File: src/rtl/bffpa_pkg.sv
// Package: shared types, codes and defaults of the bitmap page allocator.
`timescale 1ns / 1ps
package bffpa_pkg;

    localparam int MAX_PAGES_DEF  = 8192;
    localparam int PAGE_SHIFT_DEF = 21;

    localparam logic [1:0] ST_ALLOC   = 2'd0;
    localparam logic [1:0] ST_NOSPACE = 2'd1;
    localparam logic [1:0] ST_FREED   = 2'd2;

    localparam logic ACT_ALLOC = 1'b0;
    localparam logic ACT_FREE  = 1'b1;

    typedef struct packed {
        logic        action;
        logic [34:0] size_bytes;
        logic [47:0] free_address;
    } t_in_item;

    typedef struct packed {
        logic [1:0]  status;
        logic [47:0] result_address;
    } t_out_item;

    typedef struct packed {
        logic init_step;
        logic load;
        logic chk;
        logic scan_rd;
        logic eval;
        logic scan_to_mark;
        logic mark_step;
        logic clr_step;
        logic emit_alloc;
        logic emit_fail;
        logic emit_free;
    } t_cmd;

    typedef struct packed {
        logic init_last;
        logic end_over;
        logic cur_lt_end;
        logic found;
        logic mark_more;
        logic clr_more;
        logic out_busy;
    } t_stat;

endpackage

File: src/rtl/bffpa_ctrl.sv
// Controller: sequences reset clearing, allocate scan, marking and freeing.
`timescale 1ns / 1ps
module bffpa_ctrl (
    input  logic             i_clk,
    input  logic             i_rst_n,
    input  logic             i_in_valid,
    input  logic             i_in_free,
    input  bffpa_pkg::t_stat i_stat,
    output bffpa_pkg::t_cmd  o_cmd,
    output logic             o_in_stall
);
    import bffpa_pkg::*;

    localparam logic [2:0] S_INIT = 3'd0;
    localparam logic [2:0] S_IDLE = 3'd1;
    localparam logic [2:0] S_CHK  = 3'd2;
    localparam logic [2:0] S_SCAN = 3'd3;
    localparam logic [2:0] S_EVAL = 3'd4;
    localparam logic [2:0] S_MARK = 3'd5;
    localparam logic [2:0] S_FREE = 3'd6;

    logic [2:0] r_state;
    logic [2:0] n_state;

    // Take an item only when idle and the output register is free
    assign o_in_stall = (r_state != S_IDLE) || i_stat.out_busy;

    always_comb begin
        o_cmd   = '0;
        n_state = r_state;
        case (r_state)
            S_INIT: begin
                o_cmd.init_step = 1'b1;
                if (i_stat.init_last) n_state = S_IDLE;
            end
            S_IDLE: begin
                if (i_in_valid && !i_stat.out_busy) begin
                    o_cmd.load = 1'b1;
                    n_state    = i_in_free ? S_FREE : S_CHK;
                end
            end
            S_CHK: begin
                if (i_stat.end_over) begin
                    o_cmd.emit_fail = 1'b1;
                    n_state         = S_IDLE;
                end else begin
                    o_cmd.chk = 1'b1;
                    n_state   = S_SCAN;
                end
            end
            S_SCAN: begin
                if (i_stat.cur_lt_end) begin
                    o_cmd.scan_rd = 1'b1;
                    n_state       = S_EVAL;
                end else if (i_stat.found) begin
                    o_cmd.scan_to_mark = 1'b1;
                    n_state            = S_MARK;
                end else begin
                    n_state = S_CHK;
                end
            end
            S_EVAL: begin
                o_cmd.eval = 1'b1;
                n_state    = S_SCAN;
            end
            S_MARK: begin
                if (i_stat.mark_more) begin
                    o_cmd.mark_step = 1'b1;
                end else begin
                    o_cmd.emit_alloc = 1'b1;
                    n_state          = S_IDLE;
                end
            end
            S_FREE: begin
                if (i_stat.clr_more) begin
                    o_cmd.clr_step = 1'b1;
                end else begin
                    o_cmd.emit_free = 1'b1;
                    n_state         = S_IDLE;
                end
            end
            default: n_state = S_IDLE;
        endcase
    end

    always_ff @(posedge i_clk) begin
        if (!i_rst_n) r_state <= S_INIT;
        else          r_state <= n_state;
    end

endmodule

File: config.mk
export PLATFORM = sky130hd
export DESIGN_NAME = bffpa_ctrl
export DESIGN_NICKNAME = d
export VERILOG_FILES = /design/src/rtl/bffpa_pkg.sv /design/src/rtl/bffpa_ctrl.sv
export SDC_FILE = /design/constraint.sdc
export NUM_CORES = 1
export LEC_CHECK = 0
export ABC_AREA = 1
export BUFFER_PORTS_ARGS = -buffer_cell sky130_fd_sc_hd__buf_2
export CORE_AREA = 4 4 41 43
export DETAILED_ROUTE_END_ITERATION = 12
export DIE_AREA = 0 0 45 47
export GPL_ROUTABILITY_DRIVEN = 0
export GPL_TIMING_DRIVEN = 0
export PLACE_DENSITY_LB_ADDON = 0.2
export SLEW_MARGIN = 5
export SYNTH_ARGS = -nofsm -noshare
export SYNTH_HDL_FRONTEND = slang
export SYNTH_SLANG_ARGS = --single-unit
File: constraint.sdc
create_clock -name i_clk -period 1.2 [get_ports i_clk]
set_input_delay 0.12 -clock i_clk [delete_from_list [all_inputs] [get_ports i_clk]]
set_output_delay 0.12 -clock i_clk [all_outputs]
set_load 0.01 [all_outputs]
# Word-level counts from Yosys, hierarchy flattened

Index checks and enable logic that the tools add are counted.

Register bits: 3
Latch bits: 0
RAM bits: 0
Bits in read-only memories: 0
Output and inout bits: 12
Memories: 0

Add/sub/neg operators: 0
Multiply operators: 0
Div/mod/pow operators: 0
Magnitude comparators: 0
Equal/unequal tests: 11
Shift operators: 0
Mux-type cells: 30
Bitwise logic cells: 0
Reductions and logical operators: 5

Operators by type and width:

| operator                                                               | count |
|---|---|
| 1-bit two-way mux                                                      | 21 |
| 3-bit two-way mux                                                      | 7 |
| 3-bit case mux with 7 select lines                                     | 1 |
| 3-bit equality test (second input constant)                            | 3 |
| 2-bit != test (second input constant)                                  | 4 |
| 3-bit by 2-bit equality test with 1-bit output (second input constant) | 2 |
| 4-bit AND reduction                                                    | 1 |
| 3-bit by 1-bit equality test with 1-bit output (second input constant) | 1 |
| 3-bit zero test                                                        | 1 |
| 3-bit by 1-bit != test with 1-bit output (second input constant)       | 1 |
| 2-bit two-way mux                                                      | 1 |
| 1-bit logical AND                                                      | 1 |
| 1-bit zero test                                                        | 1 |
| 1-bit logical OR                                                       | 1 |

# Longest topological paths before layout

Gate-level depths: netlist (run 1).

Depth after elaboration: 4
Mapped depth: 9
Gate-level depth less buffers: 8

# Least setup slack after synthesis (run 1)

OpenSTA, ideal clock, no wires.

Path kind: register -> register
From: register r_state[0]
To: register r_state[0]
Library setup time: 0.113 ns
Arrival time: 0.917 ns
Slack: 0.170 ns
Cell stages (with the launch flop): 9
Path buffers: 1
Period minus slack after synthesis: 1.030 ns
Cell sequence: dfxtp_1 buf_4 inv_2 nand4_1 nand2_2 nor2_4 nand2_1 nand2_1 nor2_1

Cells in the longest elaborated chain, start to end: 3
Elaborated cells between the ends (all ways): 13
Classes of those cells: eq/ne: 10; mux: 1; reduce/logical: 2

RTL lines:

| what                                                                   | RTL line         | text |
|---|---|---|
| start: declaration                                                     | bffpa_ctrl.sv:22 | `logic [2:0] r_state;` |
| start signal: assignment                                               | bffpa_ctrl.sv:88 | `else r_state <= n_state;` |
| 3-bit by 1-bit equality test with 1-bit output (tied with other cells) | bffpa_ctrl.sv:31 | `case (r_state)` |
| 2-bit != test (no line)                                                | -                |  |
| 4-bit AND reduction (no line)                                          | -                |  |

Several ways; a longest one is shown, not always the timed one.
A chain may end at the register's enable or synchronous reset.

==> results.txt, run 1 <==
----------------------------------------------------
[Logic synthesis]
  Post-synthesis average cell area ... 5.51 µm²
  Leading register cell type out of synthesis ... sky130_fd_sc_hd__dfxtp_1
  Number of warnings issued by yosys ... 0
  Total nets after synthesis ... 70
  Post-synthesis async set-or-reset flop share ... 0
  Cell type contributing the most total cell area after synthesis ... sky130_fd_sc_hd__dfxtp_1
  Sequential cell area fraction in the yosys report ... 0.185
  Post-synth EDFFs ... 0
  Synth unique cells ... 18
  Total standard cell area after synthesis ... 325 µm²
  Leading post-synthesis cells by cell area ... sky130_fd_sc_hd__dfxtp_1 18%, sky130_fd_sc_hd__nand2_1 15%, sky130_fd_sc_hd__inv_1 14%
  Number of storage elements in the synthesis netlist ... 3
  Number of instances in the synthesized netlist ... 59
  Most instantiated cells after synthesis ... 13 x sky130_fd_sc_hd__nand2_1, 12 x sky130_fd_sc_hd__inv_1, 8 x sky130_fd_sc_hd__nor2_1
  Yosys top cell area share ... 0.185
  Most frequent cell after synthesis ... sky130_fd_sc_hd__nand2_1

[Pwr]
  Net Sw Frac ... 0.452
  Sw power ... 0.000503 W
  Design Power ... 0.00111 W
  LEAKAGE ... 0.394 nW
  Clock network fraction of design power ... 0.160
  Internal power summed over all cells ... 0.000609 W
  VDD IR-drop max ... 0.000757 V
  Share of total power in sequential cells ... 0.178
  Combinational cell fraction of total power ... 0.661
  Power density over the cells ... 1580 mW/mm²

[Floorplanning]
  Die width ... 45 µm
  Area enclosed by the die boundary ... 0.00212 mm²
  Effective utilization at floorplan ... 0.250
  Total I/O pin count ... 23
  Vertical die dimension ... 47 µm
  Count of standard-cell rows ... 13
  Core outline area ... 0.00130 mm²

[Clocking]
  Clock latency of the later-clocked register in the worst-skew pair ... 230 ps
  Deepest clock path buffer count ... 2
  Clk slew on worst S/H paths ... 40 ps
  TritonCTS clock tree ... built
  CTS root buffer ... sky130_fd_sc_hd__clkbuf_4
  Sinks on the clock net ... 3
  H-Tree Depth ... 1
  TritonCTS Buffers ... 3

[Worst setup path]
  Critical Path Sink Type ... output pin
  CP cell instances ... buf_6 > inv_6 > nor4_4 > buf_2
  Crit path required time ... 1080 ps
  Slowest cell delay on critical path ... 340 ps
  Critical setup path kind ... reg2out
  Standard cell with the maximum stage delay on the critical path ... sky130_fd_sc_hd__dfxtp_2
  Critical path arrival ... 1120 ps
  Highest net fanout along the worst path ... 5
  Startpoint type of the worst setup path ... register

[STA]
  Worst slew slack as a fraction of its limit ... 0.873
  Unrepaired setup endpoints after global routing ... true
  Final clock skew ... 1.72 ps
  Measured slew at the worst slew-check pin ... 190 ps
  Crit path time final ... 1240 ps
  Count of endpoints failing setup in the final report ... 10
  Fmax ... 0.806 GHz
  Number of hold violations in the final report ... 0
  Number of slew-limit violations in the final report ... 0
  Final critical-path share of the clock period ... 1.03
  Worst Slack Setup Final ... -40.5 ps

[Route]
  Post-route ant nets ... 0
  Violation count after the first detailed-route iteration ... 8
  Via density ... 4.51
  DR WL/cell ... 11.0 µm
  DRC errors left ... 0
  Routed vias ... 514
  Number of search-and-repair iterations in the first detailed-routing pass ... 2
  Total Routed Length ... 1260 µm

[Layout]
  Antenna diode instance count ... 0
  Fillcell total ... 137
  Area growth from synthesis to layout ... 117%
  Final instance area ... 704 µm²
  Total number of nets in the final design ... 111
  Largest registers ... r_state x3
  Layout cell share with drive strength beyond 1 ... 0.606
  Register containing the most flip-flops in the final layout ... r_state
  Number of flip-flops under the largest register name ... 3

[Global routing]
  Via count of the first global-routing pass ... 486
  Maximum number of pins on one net before global-route repair ... 8
  Initial antenna violation count ... 0
  Sum of overflow across all layers after global routing ... 0
  Global routing usage summed across all routing layers ... 0.119
  First-pass GRT wire length ... 1830 µm

[Flow run]
  Max-cap check violation count ... 0

[Place]
  Post-DP HPWL ... 736 µm
  IO Port Bufs ... 22
  DP Area ... 454 µm²

[Run status]
  Violated checks ... setup timing
  Result of the run ... finished, violations left

[Worst hold path]
  Tightest Hold Check Type ... in2reg

----------------------------------------------------
[what timing repair did]
action / 4_1_cts / 5_1_grt
setup endpoints to repair: 10 / 14
hold buffers: 0 / 0
buffers inserted: 8 / 5
gates cloned: 1 / 0
gates resized for setup: 13 / 21
pin swaps: 6 / 10
[power by group through the flow]
stage	Combinational [W]	Sequential [W]	Clock, W
final	0.000736	0.000199	0.000178
after global routing	0.000795	0.000200	0.000205
after CTS	0.000560	0.000180	0.000191
after detailed placement	0.000439	0.000161	0
after global placement	0.000441	0.000161	0
after floorplan	0.000325	0.000153	0
[per-layer routing]
metal / share of wire / global-route usage
met4: 0.0072 / 0.0585
met5: 0 / 0
met3: 0.073 / 0.0536
met1: 0.40 / 0.120
met2: 0.52 / 0.209
[kinds of logic after synthesis]
| group | count (synthesis) | synth area share |
|---|---|---|
| AND/OR/NAND/NOR | 36 | 0.554 |
| buffers and inverters | 16 | 0.196 |
| AO/OA/AOI/OAI | 4 | 0.0654 |
| flip-flops | 3 | 0.185 |
[per-stage QoR]
step	setup TNS, ps	utilization	hold slack, ps	worst slack, ps	std cells
floorplan	0	-	240	170	59
global placement	0	0.349	368	53.4	96
detailed placement	0	0.349	368	50.3	96
CTS	-190	0.447	108	-49.3	109
global route	-1000	0.541	118	-111	114
finish	-164	0.541	119	-40.5	114
[layout by cell type (no fill, tap or decap)]
master and count:
sky130_fd_sc_hd__buf_6 6, sky130_fd_sc_hd__nand2_4 1, sky130_fd_sc_hd__nand3_1 2, sky130_fd_sc_hd__nand2_2 3, sky130_fd_sc_hd__dfxtp_4 2, sky130_fd_sc_hd__nor3_1 1
sky130_fd_sc_hd__nor2_1 7, sky130_fd_sc_hd__nand4_4 1, sky130_fd_sc_hd__clkbuf_4 3, sky130_fd_sc_hd__nor2_2 1, sky130_fd_sc_hd__buf_2 21, sky130_fd_sc_hd__inv_8 1
sky130_fd_sc_hd__clkbuf_1 1, sky130_fd_sc_hd__nor4_2 1, sky130_fd_sc_hd__inv_1 10, sky130_fd_sc_hd__nand3_2 1, sky130_fd_sc_hd__inv_6 2, sky130_fd_sc_hd__buf_4 10
sky130_fd_sc_hd__o21ai_0 1, sky130_fd_sc_hd__a21oi_1 2, sky130_fd_sc_hd__nor4_4 2, sky130_fd_sc_hd__a31oi_1 1, sky130_fd_sc_hd__nand4_1 2, sky130_fd_sc_hd__nand3b_1 1
sky130_fd_sc_hd__dfxtp_2 1, sky130_fd_sc_hd__inv_2 2, sky130_fd_sc_hd__nor2_4 2, sky130_fd_sc_hd__nand2_1 11
[layout make-up]
| type | instances | area, µm² | area share |
|---|---|---|---|
| Inverter | 15 | 73.8 | 0.105 |
| Multi-Input combinational cell | 40 | 269 | 0.382 |
| Buffer | 1 | 11.3 | 0.0160 |
| Timing Repair Buffer | 36 | 236 | 0.336 |
| Tap cell | 15 | 18.8 | 0.0266 |
| Sequential cell | 3 | 68.8 | 0.0977 |
| Clock buffer | 4 | 26.3 | 0.0373 |
[worst max-delay path, delay by kind of cell (launching register included)]
family | cells | cell delay [ps]
simple gates | 1 | 200
flops | 1 | 340
buf+inv | 3 | 350
[worst paths after layout]
check                                 from          to  slack [ps]  depth (start not counted)
worst max-delay path            r_state[0]    o_cmd[2]         -40                          4
worst min-delay path               i_rst_n  r_state[0]         120                          3
worst max register to register  r_state[2]  r_state[0]         -20                          9
worst min register to register  r_state[0]  r_state[0]         620                          3
No activity file was read; power rests on OpenSTA's default activity.
==> run 2, diff against run 1 <==
MAX_ROUTING_LAYER = met4   (was not set)
clock period = 1.1 ns   (was 1.2 ns; I/O delays follow)
==> run 2 against run 1 <==
  * The run still ends with setup timing left
  * Cell count is 1.8% lower
  * Die area is the same
  * Utilization is 3.7 points lower
  * Power down 0.21%
  * Sequential power about the same
  * Via count down 0.39%
  * Cell area is 6.9% lower
  * Clock skew fell by 0.81 ps
  * Register-to-register slack worse by 60 ps
  * Critical endpoint unchanged
==> results.txt, run 2 (synthesis results as in run 1) <==
----------------------------------------------------
[Layout]
  Commonest cells after routing, fill and taps aside ... 22 x sky130_fd_sc_hd__buf_2, 12 x sky130_fd_sc_hd__nand2_1, 10 x sky130_fd_sc_hd__inv_1
  Register containing the most flip-flops in the final layout ... r_state
  Antenna diode instance count ... 0
  Util after Layout ... 0.504
  Final standard cell count with taps included and fillers excluded ... 112
  Most common library cell in the layout ignoring fill and taps ... sky130_fd_sc_hd__buf_2
  Layout cell share with drive strength beyond 1 ... 0.567
  Area growth from synthesis to layout ... 102%
  Largest registers ... r_state x3
  Total number of nets in the final design ... 109
  Number of flip-flops under the largest register name ... 3

[Route]
  Violation count after the first detailed-route iteration ... 2
  Post-route ant nets ... 0
  DRC errors left ... 0
  Number of search-and-repair iterations in the first detailed-routing pass ... 4
  DR WL/cell ... 10.8 µm
  Via density ... 4.57
  Routed vias ... 512
  Total Routed Length ... 1210 µm

[STA]
  Crit path time final ... 1230 ps
  Worst slew slack as a fraction of its limit ... 0.860
  Worst Slack Setup Final ... -130 ps
  Number of slew-limit violations in the final report ... 0
  Count of endpoints failing setup in the final report ... 15
  Final clock skew ... 0.909 ps
  Fmax ... 0.813 GHz
  Number of hold violations in the final report ... 0
  Final critical-path share of the clock period ... 1.12
  Measured slew at the worst slew-check pin ... 208 ps
  Hold_ws ... 107 ps
  Unrepaired setup endpoints after global routing ... true

[Global routing]
  First-pass GRT wire length ... 1790 µm
  Initial antenna violation count ... 0
  Sum of overflow across all layers after global routing ... 0
  Maximum number of pins on one net before global-route repair ... 8
  Via count of the first global-routing pass ... 475
  Global routing usage summed across all routing layers ... 0.121

[Clocking]
  Cts hold-fix bufs ... 0
  Clock latency of the later-clocked register in the worst-skew pair ... 230 ps
  TritonCTS Buffers ... 3
  TritonCTS clock tree ... built
  CTS root buffer ... sky130_fd_sc_hd__clkbuf_4
  H-Tree Depth ... 1
  Sinks on the clock net ... 3
  Deepest clock path buffer count ... 2
  Clk slew on worst S/H paths ... 40 ps

[Worst setup path]
  Critical setup path kind ... reg2out
  Crit path required time ... 990 ps
  Critical path launch point ... r_state[2]
  Reg-to-reg critical path endpoint ... r_state[0]
  Critical Path Sink Type ... output pin
  Flop2flop setup slack ... -80 ps
  Startpoint type of the worst setup path ... register
  Worst reg2reg startpoint ... r_state[2]
  Critical path arrival ... 1120 ps
  Highest net fanout along the worst path ... 5
  Worst-case reg-to-reg path depth ... 9

[Run status]
  Violated checks ... setup timing
  Result of the run ... finished, violations left

[Pwr]
  Combinational cell fraction of total power ... 0.643
  Share of total power in sequential cells ... 0.181
  LEAKAGE ... 0.377 nW
  Design Power ... 0.00111 W
  Net Sw Frac ... 0.453
  Clock network fraction of design power ... 0.176
  VDD IR-drop max ... 0.000656 V
  Power density over the cells ... 1690 mW/mm²
  Internal power summed over all cells ... 0.000607 W
  Sw power ... 0.000503 W

[Floorplanning]
  Area enclosed by the die boundary ... 0.00212 mm²
  Die width ... 45 µm
  Count of standard-cell rows ... 13
  Effective utilization at floorplan ... 0.250
  Total I/O pin count ... 23
  Vertical die dimension ... 47 µm
  Core outline area ... 0.00130 mm²

[Worst hold path]
  Tightest Hold Check Type ... in2reg
  Hold depth ... 3
  Hold endpoint ... r_state[0]
  Min-Delay Startpoint ... i_rst_n

[Place]
  Post-DP HPWL ... 736 µm
  IO Port Bufs ... 22
  Placed insts ... 96

[Flow run]
  Max-cap check violation count ... 0

----------------------------------------------------
-- run 2: changes by cell type in the layout (fill, tap and decap cells not counted) --
cell                      before  now
sky130_fd_sc_hd__nand3_2       1    0
sky130_fd_sc_hd__buf_6         6    4
sky130_fd_sc_hd__buf_2        21   22
sky130_fd_sc_hd__inv_8         1    0
sky130_fd_sc_hd__nand2_1      11   12
sky130_fd_sc_hd__nor2_2        1    0
sky130_fd_sc_hd__nor4_2        1    2
sky130_fd_sc_hd__nand2_2       3    2
sky130_fd_sc_hd__nor4_4        2    1
sky130_fd_sc_hd__nand3_1       2    3
sky130_fd_sc_hd__inv_4         0    1
sky130_fd_sc_hd__buf_4        10    9
sky130_fd_sc_hd__nor2_1        7    8
-- run 2: what timing repair did --
| item | in CTS | in global routing |
|---|---|---|
| endpoints found under the setup margin | 15 | 15 |
| resized for setup | 19 | 5 |
| cloned | 1 | 0 |
| buffers inserted | 9 | 2 |
| pin swaps | 8 | 8 |
| endpoints found under the hold margin | 0 | 0 |
-- run 2: per-stage QoR --
| stage | area [µm²] | setup TNS, ps | setup WS [ps] |
|---|---|---|---|
| 2_1_floorplan | 325 | 0 | 70.1 |
| 3_3_place_gp | 454 | -122 | -46.6 |
| 3_5_place_dp | 454 | -120 | -49.7 |
| 4_1_cts | 614 | -1310 | -139 |
| 5_1_grt | 656 | -2250 | -204 |
| 6_report | 656 | -1190 | -130 |
-- run 2: layout make-up --
| type | instances | area, µm² |
|---|---|---|
| multi-input cells | 40 | 250 |
| plain buffers | 1 | 11.3 |
| fillers | 147 | 646 |
| well taps | 15 | 18.8 |
| repair buffers | 34 | 211 |
| flip-flops and latches | 3 | 68.8 |
| clock buffers | 4 | 26.3 |
| inverters | 15 | 68.8 |
-- run 2: worst max-delay path, stage by stage (launching register included) --
cell                      delay [ps]
sky130_fd_sc_hd__dfxtp_4         380
sky130_fd_sc_hd__inv_6            60
sky130_fd_sc_hd__buf_4           130
sky130_fd_sc_hd__nor4_2          140
sky130_fd_sc_hd__buf_2           170
-- run 2: worst max path at each step --
stage / cells after the start / endpoint / slack [ps]
after floorplan: 8 / r_state[0] / 70
after global placement: 7 / r_state[0] / -50
after detailed placement: 7 / r_state[0] / -50
after CTS: 6 / o_cmd[7] / -140
after global routing: 5 / o_cmd[3] / -200
final: 4 / o_cmd[2] / -130
-- run 2: per-layer routing --
layer  track usage  part of all wire  vias up
met5             -                 0        -
met4        0.0409                 0        0
met3        0.0498             0.077        0
met2         0.209              0.53       18
met1         0.122              0.40      231
li1              -                 -      263
-- run 2: power groups by stage --
stage               clock, W  sequential (W)  combinational [W]
floorplan                  0        0.000167           0.000355
global placement           0        0.000176           0.000481
detailed placement         0        0.000175           0.000479
CTS                 0.000208        0.000198           0.000646
global route        0.000223        0.000203           0.000774
finish              0.000195        0.000201           0.000714
